File: config.mk
export PLATFORM = sky130hd
export DESIGN_NAME = temporal_bilateral_pixel_filter
export DESIGN_NICKNAME = d
export VERILOG_FILES = /design/src/tbpf_pkg.sv /design/src/tbpf_weight_mem.sv /design/src/tbpf_divider.sv /design/src/temporal_bilateral_pixel_filter.sv
export SDC_FILE = /design/constraint.sdc
export NUM_CORES = 2
export LEC_CHECK = 0
export BUFFER_PORTS_ARGS = -buffer_cell sky130_fd_sc_hd__buf_2
export CORE_UTILIZATION = 58
export CTS_BUF_LIST = sky130_fd_sc_hd__clkbuf_4
export DETAILED_ROUTE_END_ITERATION = 10
export HOLD_SLACK_MARGIN = 0.03
export PLACE_DENSITY = 0.79
export SLEW_MARGIN = 20
export SYNTH_ARGS = -nofsm -noshare
export SYNTH_HDL_FRONTEND = slang
export SYNTH_HIERARCHICAL = 1
export SYNTH_SLANG_ARGS = --single-unit
File: constraint.sdc
create_clock -name clk_i -period 8.76 [get_ports clk_i]
set_input_delay 2.628 -clock clk_i [delete_from_list [all_inputs] [get_ports clk_i]]
set_output_delay 2.628 -clock clk_i [all_outputs]
set_load 0.005 [all_outputs]
File: src/tbpf_pkg.sv
// ----------------------------------------------------------------------------
// tbpf_pkg
// Types and constants shared by the temporal bilateral pixel filter.
// ----------------------------------------------------------------------------
`default_nettype none

package tbpf_pkg;

  localparam int unsigned EntryW   = 11;
  localparam int unsigned SampleW  = 8;
  localparam int unsigned IndexW   = 8;
  localparam int unsigned TotalW   = 15;
  localparam int unsigned SumW     = 22;
  localparam int unsigned ProdW    = 2 * EntryW;
  localparam int unsigned WeightW  = 14;

  localparam logic [1:0] FuncFilter = 2'd0;
  localparam logic [1:0] FuncRange  = 2'd1;
  localparam logic [1:0] FuncTap    = 2'd2;

  localparam logic [TotalW-1:0] TotalMax = {TotalW{1'b1}};
  localparam logic [SumW-1:0]   SumMax   = {SumW{1'b1}};

  typedef struct packed {
    logic [1:0]         func;
    logic [IndexW-1:0]  index;
    logic [SampleW-1:0] sample;
    logic [SampleW-1:0] center_sample;
    logic [EntryW-1:0]  weight_value;
    logic               last;
  } in_t;

  typedef struct packed {
    logic [SampleW-1:0] filtered_sample;
    logic               took_center;
  } out_t;

  typedef enum logic [2:0] {
    StIdle,
    StMult,
    StRecip,
    StCorr,
    StAccum,
    StDivide,
    StResult
  } state_e;

  typedef struct packed {
    logic               range_we;
    logic               tap_we;
    logic               rd_en;
    logic [IndexW-1:0]  range_addr;
    logic [IndexW-1:0]  tap_addr;
    logic [EntryW-1:0]  wdata;
  } mem_req_t;

  typedef struct packed {
    logic              start;
    logic [SumW-1:0]   dividend;
    logic [TotalW-1:0] divisor;
  } div_req_t;

  typedef struct packed {
    logic               done;
    logic [SampleW-1:0] quotient;
  } div_rsp_t;

endpackage

`default_nettype wire

File: src/tbpf_weight_mem.sv
// ----------------------------------------------------------------------------
// tbpf_weight_mem
// Range-weight and tap-weight tables, one write and one registered read each.
// ----------------------------------------------------------------------------
`default_nettype none

module tbpf_weight_mem #(
  parameter int unsigned MAX_TAPS = 16
) (
  input  wire logic                          clk_i,
  input  wire tbpf_pkg::mem_req_t            req_i,
  output logic [tbpf_pkg::EntryW-1:0]        range_rdata_o,
  output logic [tbpf_pkg::EntryW-1:0]        tap_rdata_o
);

  localparam int unsigned TapAddrW = (MAX_TAPS > 1) ? $clog2(MAX_TAPS) : 1;
  localparam int unsigned RangeDepth = 1 << tbpf_pkg::IndexW;

  logic [tbpf_pkg::EntryW-1:0] range_mem [RangeDepth];
  logic [tbpf_pkg::EntryW-1:0] tap_mem   [MAX_TAPS];

  always_ff @(posedge clk_i) begin
    if (req_i.range_we) begin
      range_mem[req_i.range_addr] <= req_i.wdata;
    end
    if (req_i.tap_we) begin
      tap_mem[req_i.tap_addr[TapAddrW-1:0]] <= req_i.wdata;
    end
    if (req_i.rd_en) begin
      range_rdata_o <= range_mem[req_i.range_addr];
      tap_rdata_o   <= tap_mem[req_i.tap_addr[TapAddrW-1:0]];
    end
  end

endmodule

`default_nettype wire

File: src/tbpf_divider.sv
// ----------------------------------------------------------------------------
// tbpf_divider
// Restoring divider, one quotient bit per cycle, quotient saturated to 8 bits.
// ----------------------------------------------------------------------------
`default_nettype none

module tbpf_divider (
  input  wire logic               clk_i,
  input  wire logic               rst_ni,
  input  wire tbpf_pkg::div_req_t req_i,
  output tbpf_pkg::div_rsp_t      rsp_o
);

  localparam int unsigned SumW   = tbpf_pkg::SumW;
  localparam int unsigned TotalW = tbpf_pkg::TotalW;
  localparam int unsigned CntW   = $clog2(SumW);
  localparam logic [CntW-1:0] CntLast = CntW'(SumW - 1);

  logic              busy_q, done_q;
  logic [CntW-1:0]   cnt_q;
  logic [TotalW:0]   rem_q;
  logic [SumW-1:0]   quo_q;
  logic [TotalW-1:0] dvs_q;

  logic [TotalW:0]   rem_shift, rem_d;
  logic [SumW-1:0]   quo_d;
  logic              ge;

  always_comb begin
    rem_shift = {rem_q[TotalW-1:0], quo_q[SumW-1]};
    ge        = rem_shift >= {1'b0, dvs_q};
    rem_d     = ge ? (rem_shift - {1'b0, dvs_q}) : rem_shift;
    quo_d     = {quo_q[SumW-2:0], ge};
  end

  always_ff @(posedge clk_i or negedge rst_ni) begin
    if (!rst_ni) begin
      busy_q <= 1'b0;
      done_q <= 1'b0;
      cnt_q  <= '0;
    end else begin
      done_q <= busy_q && (cnt_q == CntLast);
      if (req_i.start) begin
        busy_q <= 1'b1;
        cnt_q  <= '0;
      end else if (busy_q) begin
        cnt_q <= cnt_q + 1'b1;
        if (cnt_q == CntLast) begin
          busy_q <= 1'b0;
        end
      end
    end
  end

  always_ff @(posedge clk_i) begin
    if (req_i.start) begin
      quo_q <= req_i.dividend;
      rem_q <= '0;
      dvs_q <= req_i.divisor;
    end else if (busy_q) begin
      quo_q <= quo_d;
      rem_q <= rem_d;
    end
  end

  assign rsp_o.done     = done_q;
  assign rsp_o.quotient = (quo_q[SumW-1:tbpf_pkg::SampleW] != '0) ?
                          {tbpf_pkg::SampleW{1'b1}} : quo_q[tbpf_pkg::SampleW-1:0];

endmodule

`default_nettype wire

File: src/temporal_bilateral_pixel_filter.sv
// ----------------------------------------------------------------------------
// temporal_bilateral_pixel_filter
// Load item: taken without stalling the input. Filter tap: table read, weight
// multiply, reciprocal multiply, correction, accumulate; the input stalls
// until it is done. Last tap: result set by the 22-step serial divider, or
// the center sample when the total weight is zero. Reset clears control
// state and both accumulators; the weight tables hold no value until written.
// ----------------------------------------------------------------------------
`default_nettype none

module temporal_bilateral_pixel_filter #(
  parameter int unsigned MAX_TAPS     = 16,
  parameter int unsigned WEIGHT_SCALE = 1024
) (
  input  wire logic           clk_i,
  input  wire logic           rst_ni,
  input  wire logic           in_valid_i,
  output logic                in_stall_o,
  input  wire tbpf_pkg::in_t  in_data_i,
  output logic                out_valid_o,
  input  wire logic           out_stall_i,
  output tbpf_pkg::out_t      out_data_o
);

  localparam int unsigned EntryW   = tbpf_pkg::EntryW;
  localparam int unsigned SampleW  = tbpf_pkg::SampleW;
  localparam int unsigned TotalW   = tbpf_pkg::TotalW;
  localparam int unsigned SumW     = tbpf_pkg::SumW;
  localparam int unsigned ProdW    = tbpf_pkg::ProdW;
  localparam int unsigned WeightW  = tbpf_pkg::WeightW;
  localparam int unsigned RecipSh  = 32;
  localparam int unsigned RecipW   = 25;
  localparam int unsigned PmW      = ProdW + RecipW;
  localparam logic [RecipW-1:0] RecipM =
    RecipW'((64'd1 << RecipSh) / 64'(WEIGHT_SCALE));
  localparam logic [EntryW-1:0] ScaleV = EntryW'(WEIGHT_SCALE);
  localparam logic [tbpf_pkg::IndexW-1:0] TapLimit = tbpf_pkg::IndexW'(MAX_TAPS);

  tbpf_pkg::state_e state_q, state_d;

  logic [SampleW-1:0] sample_q, center_q;
  logic               last_q, tap_ok_q;
  logic [ProdW-1:0]   prod_q;
  logic [PmW-1:0]     pm_q;
  logic [WeightW-1:0] weight_q;
  logic [TotalW-1:0]  total_q;
  logic [SumW-1:0]    sum_q;
  logic               took_q;
  logic               out_valid_q;
  tbpf_pkg::out_t     out_q;

  logic [EntryW-1:0]  range_rdata, tap_rdata, tw;
  logic               accept, is_filter, tap_ok, out_load;
  tbpf_pkg::mem_req_t mem_req;
  tbpf_pkg::div_req_t div_req;
  tbpf_pkg::div_rsp_t div_rsp;

  logic [SampleW-1:0] diff;
  logic [WeightW-1:0] q0;
  logic [ProdW-1:0]   q0_scaled, rem;
  logic [SumW-1:0]    wprod;
  logic [TotalW:0]    total_add;
  logic [SumW:0]      sum_add;
  logic [TotalW-1:0]  total_new;
  logic [SumW-1:0]    sum_new;

  assign is_filter = in_data_i.func == tbpf_pkg::FuncFilter;
  assign tap_ok    = in_data_i.index < TapLimit;
  assign diff      = (in_data_i.sample >= in_data_i.center_sample) ?
                     (in_data_i.sample - in_data_i.center_sample) :
                     (in_data_i.center_sample - in_data_i.sample);

  always_comb begin
    tw        = tap_ok_q ? tap_rdata : '0;
    q0        = pm_q[RecipSh +: WeightW];
    q0_scaled = ProdW'(q0) * ProdW'(ScaleV);
    rem       = prod_q - q0_scaled;
    wprod     = SumW'(weight_q) * SumW'(sample_q);
    total_add = {1'b0, total_q} + (TotalW + 1)'(weight_q);
    sum_add   = {1'b0, sum_q} + {1'b0, wprod};
    total_new = total_add[TotalW] ? tbpf_pkg::TotalMax : total_add[TotalW-1:0];
    sum_new   = sum_add[SumW] ? tbpf_pkg::SumMax : sum_add[SumW-1:0];
  end

  // next state
  always_comb begin
    state_d = state_q;
    case (state_q)
      tbpf_pkg::StIdle: begin
        if (in_valid_i && is_filter) begin
          state_d = tbpf_pkg::StMult;
        end
      end
      tbpf_pkg::StMult:  state_d = tbpf_pkg::StRecip;
      tbpf_pkg::StRecip: state_d = tbpf_pkg::StCorr;
      tbpf_pkg::StCorr:  state_d = tbpf_pkg::StAccum;
      tbpf_pkg::StAccum: begin
        if (!last_q) begin
          state_d = tbpf_pkg::StIdle;
        end else if (total_new == '0) begin
          state_d = tbpf_pkg::StResult;
        end else begin
          state_d = tbpf_pkg::StDivide;
        end
      end
      tbpf_pkg::StDivide: begin
        if (div_rsp.done) begin
          state_d = tbpf_pkg::StResult;
        end
      end
      tbpf_pkg::StResult: begin
        if (!out_valid_q || !out_stall_i) begin
          state_d = tbpf_pkg::StIdle;
        end
      end
      default: state_d = tbpf_pkg::StIdle;
    endcase
  end

  // control outputs
  always_comb begin
    in_stall_o         = 1'b1;
    out_load           = 1'b0;
    div_req.start      = 1'b0;
    div_req.dividend   = sum_new;
    div_req.divisor    = total_new;
    case (state_q)
      tbpf_pkg::StIdle:   in_stall_o = 1'b0;
      tbpf_pkg::StAccum:  div_req.start = last_q && (total_new != '0);
      tbpf_pkg::StResult: out_load = !out_valid_q || !out_stall_i;
      default: begin
        in_stall_o = 1'b1;
      end
    endcase
  end

  assign accept = in_valid_i && !in_stall_o;

  always_comb begin
    mem_req.range_we   = accept && (in_data_i.func == tbpf_pkg::FuncRange);
    mem_req.tap_we     = accept && (in_data_i.func == tbpf_pkg::FuncTap) && tap_ok;
    mem_req.rd_en      = accept && is_filter;
    mem_req.range_addr = (in_data_i.func == tbpf_pkg::FuncRange) ? in_data_i.index : diff;
    mem_req.tap_addr   = tap_ok ? in_data_i.index : '0;
    mem_req.wdata      = in_data_i.weight_value;
  end

  tbpf_weight_mem #(
    .MAX_TAPS (MAX_TAPS)
  ) u_mem (
    .clk_i         (clk_i),
    .req_i         (mem_req),
    .range_rdata_o (range_rdata),
    .tap_rdata_o   (tap_rdata)
  );

  tbpf_divider u_div (
    .clk_i  (clk_i),
    .rst_ni (rst_ni),
    .req_i  (div_req),
    .rsp_o  (div_rsp)
  );

  always_ff @(posedge clk_i or negedge rst_ni) begin
    if (!rst_ni) begin
      state_q     <= tbpf_pkg::StIdle;
      total_q     <= '0;
      sum_q       <= '0;
      out_valid_q <= 1'b0;
    end else begin
      state_q <= state_d;
      if (state_q == tbpf_pkg::StAccum) begin
        total_q <= last_q ? '0 : total_new;
        sum_q   <= last_q ? '0 : sum_new;
      end
      if (out_load) begin
        out_valid_q <= 1'b1;
      end else if (!out_stall_i) begin
        out_valid_q <= 1'b0;
      end
    end
  end

  always_ff @(posedge clk_i) begin
    if (mem_req.rd_en) begin
      sample_q <= in_data_i.sample;
      center_q <= in_data_i.center_sample;
      last_q   <= in_data_i.last;
      tap_ok_q <= tap_ok;
    end
    if (state_q == tbpf_pkg::StMult) begin
      prod_q <= tw * range_rdata;
    end
    if (state_q == tbpf_pkg::StRecip) begin
      pm_q <= prod_q * RecipM;
    end
    if (state_q == tbpf_pkg::StCorr) begin
      weight_q <= q0 + WeightW'(rem >= ProdW'(ScaleV));
    end
    if (state_q == tbpf_pkg::StAccum) begin
      took_q <= total_new == '0;
    end
    if (out_load) begin
      out_q.filtered_sample <= took_q ? center_q : div_rsp.quotient;
      out_q.took_center     <= took_q;
    end
  end

  assign out_valid_o = out_valid_q;
  assign out_data_o  = out_q;

endmodule

`default_nettype wire

# After elaboration in Yosys (flattened, before gate mapping)
# Memory sizes are Yosys's and may differ from the RTL's. A register that Yosys moved wholly into a read port is not among the register bits.
# Cells that the tools add are included.
[totals]
inputBits = 42
ramBits = 2992
mem_count = 2
ff_bits = 186
[memory_table]
columns = ["memory", "depth", "word_bits", "rd", "rd_clocked_by_memory_dff", "wr", "line_no", "text"]
rows = [
  ["u_mem.range_mem", 256, 11, 1, 1, 1, "tbpf_weight_mem.sv:19", "logic [tbpf_pkg::EntryW-1:0] range_mem [RangeDepth];"],
  ["u_mem.tap_mem", 16, 11, 1, 1, 1, "tbpf_weight_mem.sv:20", "logic [tbpf_pkg::EntryW-1:0] tap_mem [MAX_TAPS];"],
]
[classes]
multipliers = 2
mux = 33
n_reduce_logical = 18
n_lt_le_gt_ge = 4
n_addsub = 8
n_eq_ne = 13
[op_table]
columns = ["op", "n"]
rows = [
  ["22-bit 2-to-1 mux", 4],
  ["15-bit 2-to-1 mux", 3],
  ["8-bit 2-to-1 mux", 4],
  ["22-bit by 22-bit adder with 23-bit output", 1],
  ["22-bit by 11-bit greater-or-equal comparator with 1-bit output (second input constant)", 1],
  ["11-bit by 11-bit multiplier with 22-bit output", 1],
  ["14-bit by 8-bit multiplier with 22-bit output", 1],
  ["22-bit subtractor", 1],
  ["3-bit one-hot mux with 7 select lines", 1],
  ["15-bit by 14-bit adder with 16-bit output", 1],
  ["16-bit by 15-bit greater-or-equal comparator with 1-bit output", 1],
  ["8-bit subtractor", 2],
  ["15-bit logical NOT", 1],
  ["15-bit nonzero test", 1],
  ["15-bit subtractor", 1],
  ["14-bit nonzero test", 1],
  ["12-bit by 1-bit adder with 13-bit output", 1],
  ["1-bit 2-to-1 mux", 12],
  ["3-bit 2-to-1 mux", 4],
  ["11-bit 2-to-1 mux", 1],
  ["5-bit 2-to-1 mux", 2],
  ["3-bit == test (second input constant)", 3],
  ["8-bit greater-or-equal comparator", 1],
  ["1-bit logical AND", 8],
  ["other kinds (17)", 21],
]

# Depth between registers and ports, before layout
[depth]
depth_word = 6
depth_mapped = 22

# By module
# The synthesis kept the hierarchy.
[by_module_without_submodules]
columns = ["module", "cells_each", "instances", "seq_area_each_um2", "area_per_inst_um2"]
rows = [
  ["tbpf_weight_mem", 5005, 1, 90506.8, 114309.6],
  ["temporal_bilateral_pixel_filter", 1523, 1, 2977.9, 14193.6],
  ["tbpf_divider", 314, 1, 1586.5, 3392.0],
]

# Least setup slack after synthesis
# Ideal clock, no wire load.
[synth_path]
path_type = "input-to-reg"
startpoint = "input port in_data_i[20] (netlist name)"
endpoint = "memory u_mem/range_mem[192][0] (netlist name), enable pin"
cell_stages = 17
t_arrival_ns = 6.446
required_time_ns = 8.367
path_buffers = 2
slack_ns = 1.921
cell_sequence = "inv_1 ha_1 fa_1 nand2b_1 a21oi_1 o31ai_2 buf_6 mux2_4 a211oi_2 a21oi_1 or4_1 o21ai_1 and2_1 clkbuf_1 and3_1 nand2_1 nor3_1"
[synth_rtl]
columns = ["element", "line_no", "text"]
rows = [
  ["start: declaration", "temporal_bilateral_pixel_filter.sv:19", "input wire tbpf_pkg::in_t in_data_i,"],
  ["end: declaration", "tbpf_weight_mem.sv:19", ""],
]

==> impl_metrics.toml <==
[timing]
finalMaxSlewViolations = 0
max_slew_margin = 0.216
fin_skew_ns = 0.147
setup_viol = 0
max_slew.worst_pin.slew_ns = 1.18
fin_crit_sh = 0.790
tns_ns = 0
finalHoldViolCount = 0
period_minus_slack_ns = 6.92
grt_setup_unrepaired = "no"
max_freq_mhz = 145
setup_slack_ns = 1.84

[drt]
drc = 0
vias_per_cell = 6.45
post_drt_wl_per_cell_um = 28.3
ant_nets = 0
route.final.wire_length_mm = 321
drt_pass1_iterations = 7
drt_iter0_markers = 9389
dr_total_vias = 73200

[global_route]
grt_pass1_vias = 74100
globalRouteTotalUtil = 0.283
use_met1 = 0.382
use_met3 = 0.0707
grt_pass1_wl_mm = 475
use_met2 = 0.443
busiest_layer = "met2"
grt_overflow_total = 0
antenna_found_initial = 7
grt_max_degree = 182

[floorplanning]
die_area_mm2 = 0.229
rows = 174
core_area_mm2 = 0.225
start_util = 0.585
io-pin-count = 53
chipHeight_um = 479
die_w_um = 479

[placed_design]
numPortBuffers = 52
post-place-ws_ns = 0.570
place_area_mm2 = 0.139
dpl.hpwl_mm = 196
place_congestion = 0.913

[pwr]
leakagePower_nw = 50.3
pwr_density_cell_mw_per_mm2 = 257
vdd_ir_drop_max_mv = 0.409
power_w = 0.0382

[clock_network]
postCtsSetupRepairBufs = 0
tritoncts = "done"
clk_latency_ns = 1.47
cts_resized = 0
h-tree-depth = 6
clkSinkCount = 3179
numCtsBuffers = 768
root_buffer = "clkbuf_4"
clk_pin_slew_worst_paths_ns = 0.07
cts_hold_buf = 0
clockBufferDepth = 4

[outcome]
status = "finished, final reports clean"

[finish]
syn2layout_area_growth_pct = 12.6
fin_area_mm2 = 0.148
nNetsFinal = 8156
drive_gt1_frac = 0.311
nFillCells = 14500
final_core_util = 0.659

[yosys]
synth.avg_cell_area_um2 = 19.3
syn_inst = 6841
syn-cell-area_mm2 = 0.132
syn-num-nets = 7216
synth_warnings = 6

[critical_path]
crit_top_cell = "buf_4"
worstSetupPathType = "in2reg"
cp.required_ns = 9.78
path_buf_inv = 5
cpLargestDelayFamily = "simple AND/OR/NAND/NOR gates"
cp-end-kind = "register"
cp.arrival_ns = 7.93
slowest_delay_ns = 0.90
crit_path_start_kind = "input port"
crit_chain = "buf_2 -> inv_1 -> ha_1 -> nand2_1 -> o21ai_1 -> o31ai_2 -> buf_4 -> mux2_2 -> a211oi_2 -> a21oi_1 -> or4_1 -> o21ai_1 -> nor2b_1 -> buf_4 -> nand3_1 -> buf_4 -> nor2_1"
cp_max_fo = 16
slowest_stage = "nor2_1"

[hold_path]
worst_hold_path_type = "reg2reg"

[run]
drv_cap = 0
-- flip-flops by register name (all words and copies together) (netlist names), 3 cells and up --
signal and cells:
u_mem/range_mem 2816, out_data_o 9, u_div/rem_q 15, state_q 3, u_div/cnt_q 5, u_mem/range_rdata_o 11, u_div/quo_q 22, prod_q 12
total_q 15, sum_q 22, u_mem/tap_mem 176, center_q 8, u_mem/tap_rdata_o 11, weight_q 13, sample_q 8, u_div/dvs_q 15
pm_q 12
-- power breakdown --
| part | switching (W) | internal (W) | total [W] |
|---|---|---|---|
| clock | 0.00573 | 0.00618 | 0.0119 |
| sequential | 0.000297 | 0.0171 | 0.0174 |
| combinational | 0.00537 | 0.00350 | 0.00886 |
| total | 0.0114 | 0.0268 | 0.0382 |
-- placed cells by master (no fill, tap or decap), types with 13 or more instances in the layout --
cell type and count:
a211oi_1 16, a21o_1 24, a21oi_1 235, a22o_1 36, a22oi_1 352, and2_1 76
and3_1 69, buf_12 45, buf_2 41, buf_4 446, bufinv_16 15, clkbuf_4 1096
clkinv_1 177, clkinv_2 21, dfrtp_1 48, dfxtp_1 15, edfxtp_1 3116, fa_1 170
ha_1 163, inv_1 315, inv_2 13, mux2_2 35, mux4_2 759, nand2_1 177
nand2b_1 22, nand3_1 40, nand4_1 29, nor2_1 334, nor2b_1 24, nor3_1 30
o21a_1 14, o21ai_0 50, o41ai_1 43, or2_2 16, xnor2_1 27, xor2_1 25
-- cell type report --
class                   count  area, um^2  share of cell area
diodes                     11        27.5            0.000185
clock buffers            1096        8230              0.0554
clock inverters           234        1340             0.00900
inverters                 315        1180             0.00796
multi-input cells        2971       34200               0.230
flip-flops and latches   3179       95100               0.640
well taps                2992        3740              0.0252
repair buffers            546        4690              0.0316
-- worst paths after layout --
kind	startpoint	cells past startpoint	to	slack [ns]
setup / recovery	in_data_i[15]	17	u_mem/range_mem[179][4]	1.84
hold / removal	u_div/rem_q[2]	2	u_div/rem_q[3]	0.47
setup reg to reg	tap_ok_q	20	prod_q[20]	2.19
hold reg to reg	u_div/rem_q[2]	2	u_div/rem_q[3]	0.47
max in group asynchronous	rst_ni	2	total_q[14]	6.80
min in group asynchronous	rst_ni	2	sum_q[0]	1.39
-- tightest hold or removal path: cells and delay by family, from the launching register on --
family          cells  cell delay, ns
compound gates      1            0.07
simple gates        1            0.06
flops               1            0.33
-- per-layer routing --
layer / share of wire / vias up
met5: 0.00013 / -
met2: 0.48 / 4977
li1: - / 30100
met3: 0.12 / 689
met1: 0.36 / 37500
met4: 0.040 / 6
-- stage by stage --
step / std cells / hold WS [ns]
2_1_floorplan: 6841 / 0.424
5_1_grt: 11300 / 0.487
3_5_place_dp: 10000 / 0.448
3_3_place_gp: 10000 / 0.450
6_report: 11300 / 0.467
4_1_cts: 11300 / 0.466
(Power assumes the default switching activity.)
